<file path="src/ihex_pkg.sv">
package ihex_pkg;

   // Result kinds
   localparam logic [1:0] KIND_WRITE = 2'd0;
   localparam logic [1:0] KIND_END   = 2'd1;
   localparam logic [1:0] KIND_ERROR = 2'd2;

   // Error codes
   localparam logic [1:0] ERR_DIGIT     = 2'd0;
   localparam logic [1:0] ERR_CHECKSUM  = 2'd1;
   localparam logic [1:0] ERR_MALFORMED = 2'd2;

   // Record types
   localparam logic [7:0] REC_DATA          = 8'h00;
   localparam logic [7:0] REC_EOF           = 8'h01;
   localparam logic [7:0] REC_EXT_SEGMENT   = 8'h02;
   localparam logic [7:0] REC_START_SEGMENT = 8'h03;
   localparam logic [7:0] REC_EXT_LINEAR    = 8'h04;
   localparam logic [7:0] REC_START_LINEAR  = 8'h05;

   // Header bytes: count, offset high, offset low, type
   localparam logic [1:0] SLOT_COUNT      = 2'd0;
   localparam logic [1:0] SLOT_OFFSET_HI  = 2'd1;
   localparam logic [1:0] SLOT_OFFSET_LO  = 2'd2;
   localparam logic [1:0] SLOT_TYPE       = 2'd3;

   localparam logic [3:0] HEADER_DIGITS   = 4'd8;
   localparam logic [7:0] COLON_CHAR      = 8'h3a;
   localparam int         QUEUE_DEPTH     = 2;

   typedef struct packed {
      logic       is_colon;
      logic       is_hex;
      logic [3:0] value;
   } token_type;

   function automatic token_type classify_char(input logic [7:0] c);
      token_type t;
      t.is_colon = (c == COLON_CHAR);
      t.is_hex   = 1'b0;
      t.value    = 4'd0;
      if (c >= 8'h30 && c <= 8'h39) begin
         t.is_hex = 1'b1;
         t.value  = 4'(c - 8'h30);
      end else if (c >= 8'h41 && c <= 8'h46) begin
         t.is_hex = 1'b1;
         t.value  = 4'(c - 8'h37);
      end else if (c >= 8'h61 && c <= 8'h66) begin
         t.is_hex = 1'b1;
         t.value  = 4'(c - 8'h57);
      end
      return t;
   endfunction

endpackage

</file>
<file path="src/ihex_front.sv">
module ihex_front #(
   parameter int DEPTH = ihex_pkg::QUEUE_DEPTH
) (
   input  logic                 clock,
   input  logic                 reset,
   input  logic                 req_valid,
   output logic                 req_stall,
   input  logic [7:0]           req_char_code,
   output logic                 tok_valid,
   output ihex_pkg::token_type  tok_data,
   input  logic                 tok_pop
);

   localparam int PTR_W = (DEPTH > 1) ? $clog2(DEPTH) : 1;
   localparam int CNT_W = $clog2(DEPTH + 1);

   ihex_pkg::token_type slot_ff [DEPTH];
   logic [PTR_W-1:0] wr_ptr_ff, wr_ptr_in;
   logic [PTR_W-1:0] rd_ptr_ff, rd_ptr_in;
   logic [CNT_W-1:0] count_ff, count_in;
   logic push;

   assign req_stall = (count_ff == CNT_W'(DEPTH));
   assign push      = req_valid && !req_stall;
   assign tok_valid = (count_ff != '0);
   assign tok_data  = slot_ff[rd_ptr_ff];

   always_comb begin
      wr_ptr_in = wr_ptr_ff;
      rd_ptr_in = rd_ptr_ff;
      count_in  = count_ff;
      if (push) begin
         wr_ptr_in = (wr_ptr_ff == PTR_W'(DEPTH - 1)) ? '0 : wr_ptr_ff + 1'b1;
      end
      if (tok_pop) begin
         rd_ptr_in = (rd_ptr_ff == PTR_W'(DEPTH - 1)) ? '0 : rd_ptr_ff + 1'b1;
      end
      if (push && !tok_pop) begin
         count_in = count_ff + 1'b1;
      end else if (!push && tok_pop) begin
         count_in = count_ff - 1'b1;
      end
   end

   always_ff @(posedge clock) begin
      if (reset) begin
         wr_ptr_ff <= '0;
         rd_ptr_ff <= '0;
         count_ff  <= '0;
      end else begin
         wr_ptr_ff <= wr_ptr_in;
         rd_ptr_ff <= rd_ptr_in;
         count_ff  <= count_in;
      end
   end

   // Classify on the way in
   always_ff @(posedge clock) begin
      if (push) begin
         slot_ff[wr_ptr_ff] <= ihex_pkg::classify_char(req_char_code);
      end
   end

endmodule

</file>
<file path="src/ihex_back.sv">
module ihex_back (
   input  logic                 clock,
   input  logic                 reset,
   input  logic                 csr_write_enable,
   input  logic                 csr_write_data,
   input  logic                 tok_valid,
   input  ihex_pkg::token_type  tok_data,
   output logic                 tok_pop,
   output logic                 rsp_valid,
   input  logic                 rsp_stall,
   output logic [1:0]           rsp_kind,
   output logic [31:0]          rsp_address,
   output logic [7:0]           rsp_data,
   output logic [1:0]           rsp_error_code
);

   logic        ignore_ff;
   logic [3:0]  digit_ff, digit_in;
   logic [3:0]  partial_ff, partial_in;
   logic [7:0]  length_ff, length_in;
   logic [15:0] offset_ff, offset_in;
   logic [7:0]  rec_type_ff, rec_type_in;
   logic [7:0]  sum_ff, sum_in;
   logic [31:0] base_ff, base_in;
   logic [15:0] ext_ff, ext_in;
   logic [7:0]  index_ff, index_in;
   logic        in_record_ff, in_record_in;
   logic        halted_ff, halted_in;

   logic        rsp_valid_ff, rsp_valid_in;
   logic [1:0]  rsp_kind_ff;
   logic [31:0] rsp_address_ff;
   logic [7:0]  rsp_data_ff;
   logic [1:0]  rsp_error_ff;

   logic        emit;
   logic [1:0]  res_kind;
   logic [31:0] res_address;
   logic [7:0]  res_data;
   logic [1:0]  res_error;
   logic [7:0]  byte_val;
   logic [7:0]  sum_new;

   assign tok_pop = tok_valid && (!rsp_valid_ff || !rsp_stall);

   always_comb begin
      digit_in     = digit_ff;
      partial_in   = partial_ff;
      length_in    = length_ff;
      offset_in    = offset_ff;
      rec_type_in  = rec_type_ff;
      sum_in       = sum_ff;
      base_in      = base_ff;
      ext_in       = ext_ff;
      index_in     = index_ff;
      in_record_in = in_record_ff;
      halted_in    = halted_ff;
      emit         = 1'b0;
      res_kind     = ihex_pkg::KIND_WRITE;
      res_address  = '0;
      res_data     = '0;
      res_error    = ihex_pkg::ERR_DIGIT;
      byte_val     = {partial_ff, tok_data.value};
      sum_new      = sum_ff + byte_val;

      if (tok_pop && !halted_ff) begin
         if (!in_record_ff) begin
            if (tok_data.is_colon) begin
               in_record_in = 1'b1;
               digit_in     = '0;
               partial_in   = '0;
               length_in    = '0;
               offset_in    = '0;
               rec_type_in  = ihex_pkg::REC_DATA;
               sum_in       = '0;
               ext_in       = '0;
               index_in     = '0;
            end
         end else if (!tok_data.is_hex) begin
            halted_in    = 1'b1;
            in_record_in = 1'b0;
            emit         = 1'b1;
            res_kind     = ihex_pkg::KIND_ERROR;
            res_error    = ihex_pkg::ERR_DIGIT;
         end else if (!digit_ff[0]) begin
            partial_in = tok_data.value;
            digit_in   = digit_ff + 1'b1;
         end else begin
            sum_in = sum_new;
            if (digit_ff < ihex_pkg::HEADER_DIGITS) begin
               digit_in = digit_ff + 1'b1;
               unique case (digit_ff[2:1])
                  ihex_pkg::SLOT_COUNT:     length_in = byte_val;
                  ihex_pkg::SLOT_OFFSET_HI: offset_in = {byte_val, 8'h00};
                  ihex_pkg::SLOT_OFFSET_LO: offset_in = {offset_ff[15:8], byte_val};
                  ihex_pkg::SLOT_TYPE: begin
                     rec_type_in = byte_val;
                     priority if (byte_val == ihex_pkg::REC_EOF ||
                                  byte_val > ihex_pkg::REC_START_LINEAR) begin
                        halted_in    = 1'b1;
                        in_record_in = 1'b0;
                        emit         = 1'b1;
                        res_kind     = ihex_pkg::KIND_END;
                     end else if (byte_val == ihex_pkg::REC_START_SEGMENT ||
                                  byte_val == ihex_pkg::REC_START_LINEAR) begin
                        in_record_in = 1'b0;
                     end else if (byte_val != ihex_pkg::REC_DATA &&
                                  (length_ff != 8'd2 || offset_ff != 16'd0)) begin
                        halted_in    = 1'b1;
                        in_record_in = 1'b0;
                        emit         = 1'b1;
                        res_kind     = ihex_pkg::KIND_ERROR;
                        res_error    = ihex_pkg::ERR_MALFORMED;
                     end else begin
                        halted_in = halted_ff;
                     end
                  end
                  default: length_in = length_ff;
               endcase
            end else begin
               digit_in = ihex_pkg::HEADER_DIGITS;
               if (index_ff < length_ff) begin
                  index_in = index_ff + 1'b1;
                  if (rec_type_ff == ihex_pkg::REC_DATA) begin
                     emit        = 1'b1;
                     res_kind    = ihex_pkg::KIND_WRITE;
                     res_address = base_ff + {16'h0000, offset_ff} + {24'h000000, index_ff};
                     res_data    = byte_val;
                  end else begin
                     ext_in = {ext_ff[7:0], byte_val};
                  end
               end else begin
                  // Checksum byte closes the record
                  in_record_in = 1'b0;
                  if (sum_new != 8'h00) begin
                     if (!(rec_type_ff == ihex_pkg::REC_DATA && ignore_ff)) begin
                        halted_in = 1'b1;
                        emit      = 1'b1;
                        res_kind  = ihex_pkg::KIND_ERROR;
                        res_error = ihex_pkg::ERR_CHECKSUM;
                     end
                  end else if (rec_type_ff == ihex_pkg::REC_EXT_SEGMENT) begin
                     base_in = {12'h000, ext_ff, 4'h0};
                  end else if (rec_type_ff == ihex_pkg::REC_EXT_LINEAR) begin
                     base_in = {ext_ff, 16'h0000};
                  end
               end
            end
         end
      end

      if (tok_pop && emit) begin
         rsp_valid_in = 1'b1;
      end else if (!rsp_stall) begin
         rsp_valid_in = 1'b0;
      end else begin
         rsp_valid_in = rsp_valid_ff;
      end
   end

   always_ff @(posedge clock) begin
      if (reset) begin
         ignore_ff    <= 1'b0;
         digit_ff     <= '0;
         partial_ff   <= '0;
         length_ff    <= '0;
         offset_ff    <= '0;
         rec_type_ff  <= ihex_pkg::REC_DATA;
         sum_ff       <= '0;
         base_ff      <= '0;
         ext_ff       <= '0;
         index_ff     <= '0;
         in_record_ff <= 1'b0;
         halted_ff    <= 1'b0;
         rsp_valid_ff <= 1'b0;
      end else begin
         if (csr_write_enable) begin
            ignore_ff <= csr_write_data;
         end
         digit_ff     <= digit_in;
         partial_ff   <= partial_in;
         length_ff    <= length_in;
         offset_ff    <= offset_in;
         rec_type_ff  <= rec_type_in;
         sum_ff       <= sum_in;
         base_ff      <= base_in;
         ext_ff       <= ext_in;
         index_ff     <= index_in;
         in_record_ff <= in_record_in;
         halted_ff    <= halted_in;
         rsp_valid_ff <= rsp_valid_in;
      end
   end

   always_ff @(posedge clock) begin
      if (tok_pop && emit) begin
         rsp_kind_ff    <= res_kind;
         rsp_address_ff <= res_address;
         rsp_data_ff    <= res_data;
         rsp_error_ff   <= res_error;
      end
   end

   assign rsp_valid      = rsp_valid_ff;
   assign rsp_kind       = rsp_kind_ff;
   assign rsp_address    = rsp_address_ff;
   assign rsp_data       = rsp_data_ff;
   assign rsp_error_code = rsp_error_ff;

endmodule

</file>
<file path="src/intel_hex_record_decoder_unit.sv">
// Path: an accepted character is classified into the character queue register,
//   and is then decoded from the queue into the result register.
// Throughput: one character per cycle while rsp_stall holds no result back.
// Reset: synchronous, active high; clears the queue, the decoder state, the base
//   address and the ignore-checksum register, and drops any pending result.
module intel_hex_record_decoder_unit #(
   parameter int QUEUE_DEPTH = ihex_pkg::QUEUE_DEPTH
) (
   input  logic        clock,
   input  logic        reset,
   // Character input
   input  logic        req_valid,
   output logic        req_stall,
   input  logic [7:0]  req_char_code,
   // Result output
   output logic        rsp_valid,
   input  logic        rsp_stall,
   output logic [1:0]  rsp_kind,
   output logic [31:0] rsp_address,
   output logic [7:0]  rsp_data,
   output logic [1:0]  rsp_error_code,
   // Configuration
   input  logic        csr_write_enable,
   input  logic        csr_write_data
);

   // Tokens handed from the classifier queue to the record decoder
   logic                tok_valid;
   logic                tok_pop;
   ihex_pkg::token_type tok_data;

   // Front: take one transaction per cycle while not full, classify the character
   // (colon, hex digit and its value, anything else) and hold it in a short queue.
   // The queue lets input keep flowing while a result waits on rsp_stall.
   ihex_front #(
      .DEPTH (QUEUE_DEPTH)
   ) u_front (
      .clock         (clock),
      .reset         (reset),
      .req_valid     (req_valid),
      .req_stall     (req_stall),
      .req_char_code (req_char_code),
      .tok_valid     (tok_valid),
      .tok_data      (tok_data),
      .tok_pop       (tok_pop)
   );

   // Back: advance the record state one token per cycle, emit byte writes,
   // end-of-stream and errors into the result register, and halt after the
   // end or an error. It pops a token whenever the result register is free
   // or being drained in the same cycle.
   ihex_back u_back (
      .clock            (clock),
      .reset            (reset),
      .csr_write_enable (csr_write_enable),
      .csr_write_data   (csr_write_data),
      .tok_valid        (tok_valid),
      .tok_data         (tok_data),
      .tok_pop          (tok_pop),
      .rsp_valid        (rsp_valid),
      .rsp_stall        (rsp_stall),
      .rsp_kind         (rsp_kind),
      .rsp_address      (rsp_address),
      .rsp_data         (rsp_data),
      .rsp_error_code   (rsp_error_code)
   );

endmodule

</file>
<file path="config.mk">
export PLATFORM = sky130hd
export DESIGN_NAME = intel_hex_record_decoder_unit
export DESIGN_NICKNAME = d
export VERILOG_FILES = /design/src/ihex_pkg.sv /design/src/ihex_front.sv /design/src/ihex_back.sv /design/src/intel_hex_record_decoder_unit.sv
export SDC_FILE = /design/constraint.sdc
export NUM_CORES = 1
export LEC_CHECK = 0
export BUFFER_PORTS_ARGS = -buffer_cell sky130_fd_sc_hd__clkbuf_2
export CORE_MARGIN = 1
export CORE_UTILIZATION = 45
export CTS_CLUSTER_SIZE = 16
export DETAILED_ROUTE_END_ITERATION = 6
export PLACE_DENSITY = 0.71
export SLEW_MARGIN = 10
export SYNTH_ARGS = -nofsm -noshare
export SYNTH_HDL_FRONTEND = slang
export SYNTH_HIERARCHICAL = 1
export SYNTH_SLANG_ARGS = --single-unit
</file>
<file path="constraint.sdc">
create_clock -name clock -period 6.1 [get_ports clock]
set_input_delay 0.305 -clock clock [delete_from_list [all_inputs] [get_ports clock]]
set_output_delay 0.305 -clock clock [all_outputs]
set_load 0.005 [all_outputs]
</file>
======== Word-level counts from Yosys, hierarchy flattened ========
Memory sizes are Yosys's and may differ from the RTL's. A register that Yosys moved wholly into a read port is not among the register bits.
Cells that the tools add are included.
word-level totals
  logic and storage cells ................. 231
  memories ................................ 1
  bits of input ports ..................... 14
  memory bits (writable) .................. 12
  flip-flop bits (word level) ............. 156
  output and inout bits ................... 46
memories
  memory           depth  bits a word  read ports  clocked after Yosys merged registers in  write ports  line              RTL
  u_front.slot_ff  2      6            1           1                                        1            ihex_front.sv:17  ihex_pkg::token_type slot_ff [DEPTH];
cells by class
  eq/ne operators ......................... 31
  $lt $le $gt $ge ......................... 9
  mux-type cells .......................... 104
  reductions and logical operators ........ 44
  add/sub/neg operators ................... 12
  bitwise logic cells ..................... 8
operators by type and width
  kind                                                                                 number
  16-bit 2-to-1 mux                                                                    11
  8-bit 2-to-1 mux                                                                     19
  32-bit 2-to-1 mux                                                                    2
  1-bit 2-to-1 mux                                                                     42
  2-bit 2-to-1 mux                                                                     17
  32-bit by 16-bit adder with 32-bit output                                            1
  32-bit by 8-bit adder with 32-bit output                                             1
  4-bit 2-to-1 mux                                                                     8
  16-bit one-hot mux with 2 select lines                                               1
  6-bit AND reduction                                                                  4
  5-bit 2-to-1 mux                                                                     4
  2-bit != test, second input constant                                                 10
  8-bit by 2-bit == test with 1-bit output, second input constant                      2
  8-bit by 3-bit == test with 1-bit output, second input constant                      2
  8-bit by 7-bit greater-or-equal comparator with 1-bit output, second input constant  2
  8-bit by 7-bit less-or-equal comparator with 1-bit output, second input constant     2
  16-bit nonzero test                                                                  1
  8-bit nonzero test                                                                   2
  3-bit != test, second input constant                                                 5
  7-bit AND reduction                                                                  2
  4-bit AND reduction                                                                  3
  1-bit logical AND                                                                    11
  9-bit AND reduction                                                                  1
  8-bit by 1-bit adder with 8-bit output, second input constant                        1
  other kinds (29)                                                                     54

======== Depth between registers and ports, before layout ========
Gate-level depths: netlist of run 1.
  depth after elaboration ................. 14
  depth in mapped cells ................... 13
  mapped depth without buffers ............ 11

======== Modules after synthesis ========
The synthesis of run 1 kept the hierarchy.
modules (own cells, without submodules)
  module      area each (um^2)  sequential area each (um^2)  cells an instance  times used
  ihex_back   7922.6            3403.3                       891                1
  ihex_front  854.6             460.4                        69                 1

======== Worst setup path after synthesis of run 1 ========
No wires, ideal clock.
  path type ............................... register to register
  from .................................... register (tool-made name)
  to ...................................... register u_back.rsp_address_ff[0] (netlist: u_back/rsp_address[0]), enable pin
  arrival ................................. 4.742 ns
  path buffers ............................ 1
  slack ................................... 0.898 ns
  cell stages (with the launch flop) ...... 13
  cell sequence ........................... dfxtp_1 > clkbuf_1 > mux2_2 > ha_1 > fa_1 > a211oi_2 > nor2_1 > xor2_1 > nor4_2 > a311o_1 > nand2_1 > o21ai_1 > a21oi_1
RTL lines
  item                  line              RTL
  to (signal assigned)  ihex_back.sv:198  rsp_address_ff <= res_address;
  to (decl)             ihex_back.sv:32   logic [31:0] rsp_address_ff;

==> results of run 1 <==
[per-stage QoR]
| step | hold WS [ps] | instance area [µm²] |
|---|---|---|
| 6_report | 107 | 9780 |
| 5_1_grt | 160 | 9780 |
| 4_1_cts | 99.2 | 9780 |
| 3_5_place_dp | 458 | 9240 |
| 3_3_place_gp | 449 | 9240 |
| 2_1_floorplan | 374 | 8780 |
[area by class of cell]
type | instances | area (µm²)
clock buffers | 19 | 454
well taps | 260 | 325
fillers | 1832 | 9110
multi-input cells | 706 | 4570
inverters | 38 | 143
flip-flops and latches | 165 | 3860
repair buffers | 64 | 333
clock inverters | 13 | 93.8
[flip-flops by register name (all words and copies together), names as in the netlist, 2 cells and up, named ones only]
name,flops
u_front/slot_ff,12
u_back/rsp_data,8
u_back/offset_ff,16
u_back/base_ff,28
u_back/rsp_address,32
u_back/rec_type_ff,8
u_back/length_ff,8
u_back/partial_ff,4
u_back/sum_ff,8
u_back/index_ff,8
u_front/count_ff,2
u_back/rsp_kind,2
u_back/ext_ff,16
u_back/rsp_error_code,2
u_back/digit_ff,4
[Yosys cell counts (all sizes together), types with 12 or more instances]
cell type / n
a211oi: 14
mux2i: 18
or3: 25
xnor2: 18
a21o: 12
xor2: 23
nand3: 17
inv: 38
and2: 26
nand2b: 16
dfxtp: 109
nor3: 28
a21oi: 98
o21ai: 23
nand2: 78
ha: 50
nor2: 135
clkbuf: 41
edfxtp: 56
[metal layers]
layer	up-vias	part of all wire [%]	GRT usage, %
met4	0	2.9	9.51
met3	33	5.0	4.59
met1	3262	46	25.8
li1	3472	-	-
met2	173	46	32.0
met5	-	0	0
[cells in the final DEF, fill, tap and decap left out, drive strengths merged, types with 14 or more instances in the layout]
master    n
mux2i    18
nor2    135
and2     26
edfxtp   56
xnor2    18
dfxtp   109
o21ai    23
xor2     23
a211oi   14
ha       50
nand3    17
or3      25
clkbuf   77
a21oi    98
nand2b   16
inv      43
nand2    78
nor3     28
[kinds of logic after synthesis]
logic type	share of synthesized area, %
AOI/OAI and AO/OA	15.3
xor gates and xnor gates	4.36
adders and majority gates	8.50
buffers and inverters	4.03
DFF	44.0
muxes	3.46
and+or+nand+nor	20.3
[final timing paths]
path / from / to
worst max-delay path: flop / u_back/rsp_address[7]
worst min register to register: u_back/base_ff[13] / u_back/base_ff[13]
worst max register to register: flop / u_back/rsp_address[7]
worst min-delay path: csr_write_data / u_back/ignore_ff
[where the power goes]
group / leakage, nW / internal (W) / switching [W]
sequential: 1.43 / 0.00120 / 0.0000351
combinational: 2.10 / 0.000170 / 0.000402
clock: 0.264 / 0.000547 / 0.000454
total: 3.80 / 0.00191 / 0.000891
[tightest hold or removal path, stage by stage]
cell	delay, ps
clkbuf_2	70
mux2i_1	60
nor2_1	80
==> flow_metrics.tcl, run 1 <==
set metrics [dict create \
    hold_depth 3 \
    fin_nets 1062 \
    clkTransAtPathRegs_ps 70 \
    drv_cap 0 \
    power_w 0.00281 \
    die_h_um 142 \
    grt_antenna_before_repair 0 \
    final.setup.tns_ps 0 \
    yosysWarnings 6 \
    slew_headroom_pct 23.2 \
    critPathLaunchType "flop" \
    cts_max_path_buffers 2 \
    crit_required_ps 6210 \
    cpLargestDelayFamily "simple AND/OR/NAND/NOR gates" \
    grt_max_degree 63 \
    port_buffers 59 \
    grt_pass1_vias 6433 \
    grt_pass1_wl_um 31700 \
    powerDensity_nw_per_um2 287 \
    antenna_left 0 \
    path_buf_inv 1 \
    grt_overflow 0 \
    max_freq_mhz 255 \
    cp-end-kind "flop" \
    finalClockSkew_ps 11.7 \
    routed_via_density 5.49 \
    place_inst 1233 \
    dp_hpwl_um 13300 \
    drive_above_1_share_pct 12.8 \
    cts_sinks 165 \
    netlist_instances 960 \
    rows 50 \
    setup_viol 0 \
    start_util_pct 46.5 \
    drt-total-wl_um 19300 \
    drc 0 \
    die_w_um 142 \
    post_cts_buffers 0 \
    drtIter0Drc 562 \
    syn_area_um2 8780 \
    dieArea_um2 20100 \
    stdcell_count 1265 \
    synth_edf_count 56 \
    clock_latency_ps 440 \
    cp.depth 11 \
    leakage_nw 3.80 \
    syn_area_per_cell_um2 9.14 \
    peakVddDrop_mv 0.222 \
    first_pass_iters 5 \
    ios 60 \
    min_period_ps 3930 \
    rr_worst_depth 11 \
    tightestPinTransition_ps 1150 \
    synth_nets 1030 \
    synth.distinct_cells 63 \
    ys.flop_type "dfxtp_1" \
    path_class "flop to flop" \
    cts_hold_buffers 0 \
    gp_congestion 0.856 \
    htreeDepth 4 \
    rsz0062_at_grt "false" \
    final_core_util_pct 51.8 \
    cp_max_fo 44 \
    via_count 6940 \
    synth-seq-area-share_pct 44.0 \
    outcome "complete, no violations" \
    grt_usage_pct 20.1 \
    n_antenna_cell 0 \
    synth-async-reset-ratio_pct 0 \
    area_growth_syn_to_layout_pct 11.5 \
    slew_violations 0 \
    reg2reg_slack_ps 2170 \
    crit_chain "mux2_2, ha_1, fa_1, xor2_1, or3_1, nor4_2, a311o_1, nand2_1, o21ai_1, a21oi_4, buf_4" \
    period_share_pct 64.4 \
    cts_tree "done" \
    cts_made_buffers 17 \
    ys_ff_latch 165 \
    hold_violations 0 \
    synthTopCellsByArea "dfxtp_1 25%, edfxtp_1 19%, ha_1 7.1%, nor2_1 5.7%, a21oi_1 5.6%" \
    worst_slack_ps 2170 \
    core_um2 18900 \
    yosys.area.top_type "dfxtp_1" \
    synth_top_area_share_pct 24.9 \
    hold_path_class "primary input to flop" \
    dp_slack_ps 2190 \
    clockRootBuffer "clkbuf_16" \
    wl_per_cell_um 15.2 \
    crit_path_max_incr_delay_ps 490 \
    cp_slowest_cell "mux2_2" \
    cts_resized 0 \
    worstPathArrival_ps 4040 \
]
Note: power is estimated with default switching activity, not from simulation.
==> run 2: changes to the inputs <==
==> constraint.sdc (replaced) <==
create_clock -name clock -period 4.1 [get_ports clock]
set_input_delay 0.205 -clock clock [delete_from_list [all_inputs] [get_ports clock]]
set_output_delay 0.205 -clock clock [all_outputs]
set_load 0.005 [all_outputs]
==> run 2 against run 1 <==
  * Utilization is 0.89 points higher
  * Largest power group unchanged
  * Sequential share of layout area is 0.67 points lower
  * Clock skew is 0.68 ps lower
  * First-iteration DRC count is 6.9% lower
  * Clock-buffer cell count is 2 lower
  * Wire length is 0.67% higher
  * Critical endpoint is now u_back/rsp_address[4]
  * Fmax is 2.2% higher
  * Setup slack worse by 1900 ps
  * Die area stayed put
==> flow_metrics.tcl, run 2 (synthesis gave the netlist of run 1 again) <==
set metrics [dict create \
    drc 0 \
    cp-end-kind "flop" \
    n_fill_cell 1790 \
    cpLargestDelayFamily "compound AO/OA/AOI/OAI gates" \
    wl_per_cell_um 15.2 \
    worstPathArrival_ps 3970 \
    drive_above_1_share_pct 14.0 \
    max_freq_mhz 260 \
    crit_required_ps 4220 \
    hold_violations 0 \
    seq_area_um2 3860 \
    layout.cells.most_common_list "134 x nor2_1, 109 x dfxtp_1, 97 x a21oi_1" \
    via_count 6916 \
    antenna_left 0 \
    outcome "complete, no violations" \
    hold_depth 3 \
    cts_max_path_buffers 2 \
    cts_made_buffers 17 \
    critPathLaunchType "flop" \
    area_growth_syn_to_layout_pct 13.4 \
    drtIter0Drc 523 \
    final_common_cell "nor2_1" \
    final.setup.tns_ps 0 \
    gp_congestion 0.871 \
    crit_chain "mux2_2, ha_1, fa_1, a211oi_2, nor2_1, xor2_1, nor4_2, a311o_1, nand2_1, o21ai_1, a21oi_4, buf_12" \
    grt_antenna_before_repair 0 \
    dp_hpwl_um 13600 \
    hold_path_class "primary input to flop" \
    peakVddDrop_mv 0.321 \
    leakage_nw 3.89 \
    tightestPinTransition_ps 1000 \
    period_share_pct 93.8 \
    busiest_layer "met2" \
    clkTransAtPathRegs_ps 70 \
    n_antenna_cell 0 \
    hp-start "csr_write_enable" \
    cp_slowest_cell "a21oi_4" \
    ios 60 \
    port_buffers 59 \
    rr_worst_depth 12 \
    path_class "flop to flop" \
    slew_violations 0 \
    worstHoldEndpoint "u_back/ignore_ff" \
    post_cts_buffers 0 \
    worst_slack_ps 255 \
    routed_via_density 5.41 \
    cts_tree "done" \
    grt_max_degree 45 \
    clockRootBuffer "clkbuf_16" \
    cts_hold_buffers 1 \
    multi_input_area_um2 4570 \
    die_h_um 142 \
    path_buf_inv 1 \
    grt_overflow 0 \
    power_w 0.00436 \
    dieArea_um2 20100 \
    core_um2 18900 \
    powerDensity_nw_per_um2 438 \
    fin_nets 1075 \
    finalClockSkew_ps 11.0 \
    start_util_pct 46.5 \
    cp_max_fo 32 \
    rows 50 \
    grt_usage_pct 20.4 \
    cts_resized 0 \
    die_w_um 142 \
    grt_pass1_wl_um 32200 \
    slew_headroom_pct 33.1 \
    r2r_end "u_back/rsp_address[4]" \
    largest_reg_flops 32 \
    dp_slack_ps 321 \
    drt-total-wl_um 19400 \
    use_met3_pct 3.71 \
    cts_sinks 165 \
    drv_cap 0 \
    min_period_ps 3840 \
    met2_usage_pct 33.0 \
    setup_viol 0 \
    use_met1_pct 26.5 \
    crit_path_max_incr_delay_ps 490 \
    reg2reg_slack_ps 260 \
    first_pass_iters 5 \
    whs_ps 27.1 \
    clock_latency_ps 440 \
    htreeDepth 4 \
    grt_pass1_vias 6525 \
    rsz0062_at_grt "false" \
]
[run 2: tightest hold or removal path: stages]
cell	delay [ps]
clkbuf_2	90
mux2i_1	70
nor2_1	70
[run 2: cell type report]
cell class / count / share of cell area (%)
tap: 260 / 3.27
inverter: 38 / 1.43
multi-input combinational: 706 / 45.9
clock buffer: 17 / 4.27
timing repair buffer: 77 / 4.48
clock inverter: 15 / 1.80
sequential: 165 / 38.8
[run 2: worst max-delay path by stage]
stage | startpoint | to | slack [ps] | depth (start not counted)
after floorplan | flop | u_back/rsp_address[0] | 320 | 12
after global placement | flop | u_back/rsp_address[19] | 410 | 12
after detailed placement | flop | u_back/rsp_address[25] | 320 | 11
after CTS | flop | u_back/rsp_address[14] | 300 | 12
after global routing | flop | u_back/rsp_address[7] | 60 | 12
final | flop | u_back/rsp_address[4] | 260 | 12
[run 2: metal layers]
layer,part of all wire [%],vias to the layer above
met1,45,3214
li1,-,3482
met4,2.7,0
met3,5.2,34
met2,47,186
met5,0,-
[run 2: per-stage QoR]
step | cells | cell area [µm²] | utilization, %
after floorplan | 960 | 8790 | -
after global placement | 1245 | 9340 | 49.4
after detailed placement | 1245 | 9340 | 49.4
after CTS | 1278 | 9950 | 52.7
after global routing | 1278 | 9950 | 52.7
final | 1278 | 9950 | 52.7
[run 2: power breakdown]
group          total [W]  internal (W)  switching (W)
Sequential       0.00183       0.00178      0.0000438
Combinational   0.000892      0.000285       0.000607
Clock            0.00164      0.000962       0.000676
==> run 3: changes to the inputs <==
--- a/config.mk
+++ b/config.mk
@@ -10,7 +10,7 @@
 export CORE_UTILIZATION = 45
 export CTS_CLUSTER_SIZE = 16
 export DETAILED_ROUTE_END_ITERATION = 6
-export PLACE_DENSITY = 0.71
+export RECOVER_POWER = 50
 export SLEW_MARGIN = 10
 export SYNTH_ARGS = -nofsm -noshare
 export SYNTH_HDL_FRONTEND = slang
==> run 3 against run 2 <==
  * The run now ends with max-capacitance violations, max-slew violations left
  * Clock-buffer cell count increased by 1
  * Wire length grew 2.0%
  * Utilization fell by 0.14 points
==> flow_metrics.tcl, run 3 (synthesis gave the netlist of run 1 again) <==
set metrics [dict create \
    clockRootBuffer "clkbuf_16" \
    leakage_nw 3.84 \
    place_inst 1243 \
    die_h_um 142 \
    max_freq_mhz 256 \
    cts_max_path_buffers 2 \
    grt_pass1_wl_um 32100 \
    rsz0062_at_grt "false" \
    port_buffers 59 \
    core_um2 18900 \
    via_count 6808 \
    dp_hpwl_um 13800 \
    tightestPinTransition_ps 1620 \
    final.setup.tns_ps 0 \
    path_class "flop to flop" \
    crit_required_ps 4220 \
    cp_max_fo 32 \
    period_share_pct 95.3 \
    wl_per_cell_um 15.5 \
    grt_pass1_vias 6270 \
    first_pass_iters 5 \
    layout.cells.most_common_list "135 x nor2_1, 109 x dfxtp_1, 97 x a21oi_1" \
    cp-end-kind "flop" \
    start_util_pct 46.5 \
    cts_hold_buffers 0 \
    n_antenna_cell 0 \
    drc 0 \
    violations "max-capacitance violations, max-slew violations" \
    min_period_ps 3910 \
    post_cts_buffers 0 \
    swShare_pct 30.6 \
    fin_nets 1072 \
    hold_path_class "primary input to flop" \
    final_common_cell "nor2_1" \
    p_int_w 0.00309 \
    stdcell_count 1275 \
    cts_tree "done" \
    clock_power_share_pct 39.2 \
    slew_headroom_pct -8.14 \
    critPathLaunchType "flop" \
    cts_resized 0 \
    rows 50 \
    setup_viol 0 \
    gp_congestion 0.857 \
    ios 60 \
    pwr-share-seq_pct 41.1 \
    busiest_layer "met2" \
    largest_reg_flops 32 \
    htreeDepth 4 \
    dieArea_um2 20100 \
    grt_usage_pct 20.6 \
    grt_overflow 0 \
    cts_sinks 165 \
    worstPathArrival_ps 4030 \
    antenna_left 0 \
    area_growth_syn_to_layout_pct 13.1 \
    cts_made_buffers 17 \
    die_w_um 142 \
    routed_via_density 5.34 \
    drtIter0Drc 419 \
    slew_violations 38 \
    use_met1_pct 28.3 \
    peakVddDrop_mv 0.301 \
    use_met3_pct 3.21 \
    switchingPower_w 0.00136 \
    met2_usage_pct 33.0 \
    finalClockSkew_ps 11.7 \
    p_comb_share_pct 19.7 \
    grt_antenna_before_repair 0 \
    powerDensity_nw_per_um2 448 \
    drv_cap 1 \
    drt-total-wl_um 19800 \
    grt_max_degree 69 \
    clkTransAtPathRegs_ps 60 \
    clock_latency_ps 430 \
    outcome "finished with violations" \
    drive_above_1_share_pct 12.0 \
    hold_violations 0 \
]
## run 3: cell count changes in the layout (fill, tap and decap cells not counted), sizes merged
cell / change
inv: +3
clkbuf: +5
buf: -6
dlygate4sd3: -1
clkinvlp: -2
clkinv: -3
bufinv: +1
## run 3: metrics by stage
stage                     total power [W]  hold WS (ps)  setup WS [ps]  area [µm²]  util (%)
final                             0.00445          15.0            195        9930      52.5
after floorplan                   0.00250           274            315        8790         -
after detailed placement          0.00274           451            242        9340      49.4
after CTS                         0.00449          3.89            226        9980      52.8
after global placement            0.00274           440            336        9340      49.4
after global routing              0.00465          48.4           34.2        9930      52.5
## run 3: cell type report
cell class | instances | area [µm²]
Timing Repair Buffer | 74 | 394
Clock buffer | 18 | 429
Fill cell | 1808 | 8970
Inverter | 38 | 143
Sequential cell | 165 | 3860
Multi-Input combinational cell | 706 | 4560
Clock inverter | 14 | 213
Tap cell | 260 | 325
## run 3: final timing paths
path                            to          startpoint  cells after the start  slack [ps]
max          u_back/rsp_address[3]                flop                     12         190
min               u_back/ignore_ff      csr_write_data                      3          10
max reg2reg  u_back/rsp_address[3]                flop                     12         190
min reg2reg     u_back/base_ff[12]  u_back/base_ff[12]                      2         460
## run 3: power by group through the flow
stage	clock network, W	logic [W]	registers [W]
5_1_grt	0.00184	0.000967	0.00184
4_1_cts	0.00178	0.000884	0.00183
6_report	0.00175	0.000877	0.00183
2_1_floorplan	0	0.000643	0.00185
3_5_place_dp	0	0.000880	0.00186
3_3_place_gp	0	0.000881	0.00186
## run 3: critical path: stages (launching register included)
cell and delay [ps]:
dfxtp_1 460, mux2_2 390, buf_4 190, fa_1 480, a211oi_2 270, nor2_1 100, xor2_1 250, nor4_2 90
a311o_1 300, nand2_1 110, o21ai_1 120, a21oi_4 520, buf_12 290
## run 3: layer usage
layer,vias up,routed length (µm)
met5,-,0
met4,0,352
met3,23,568
met2,117,9160
met1,3183,9730
li1,3485,-
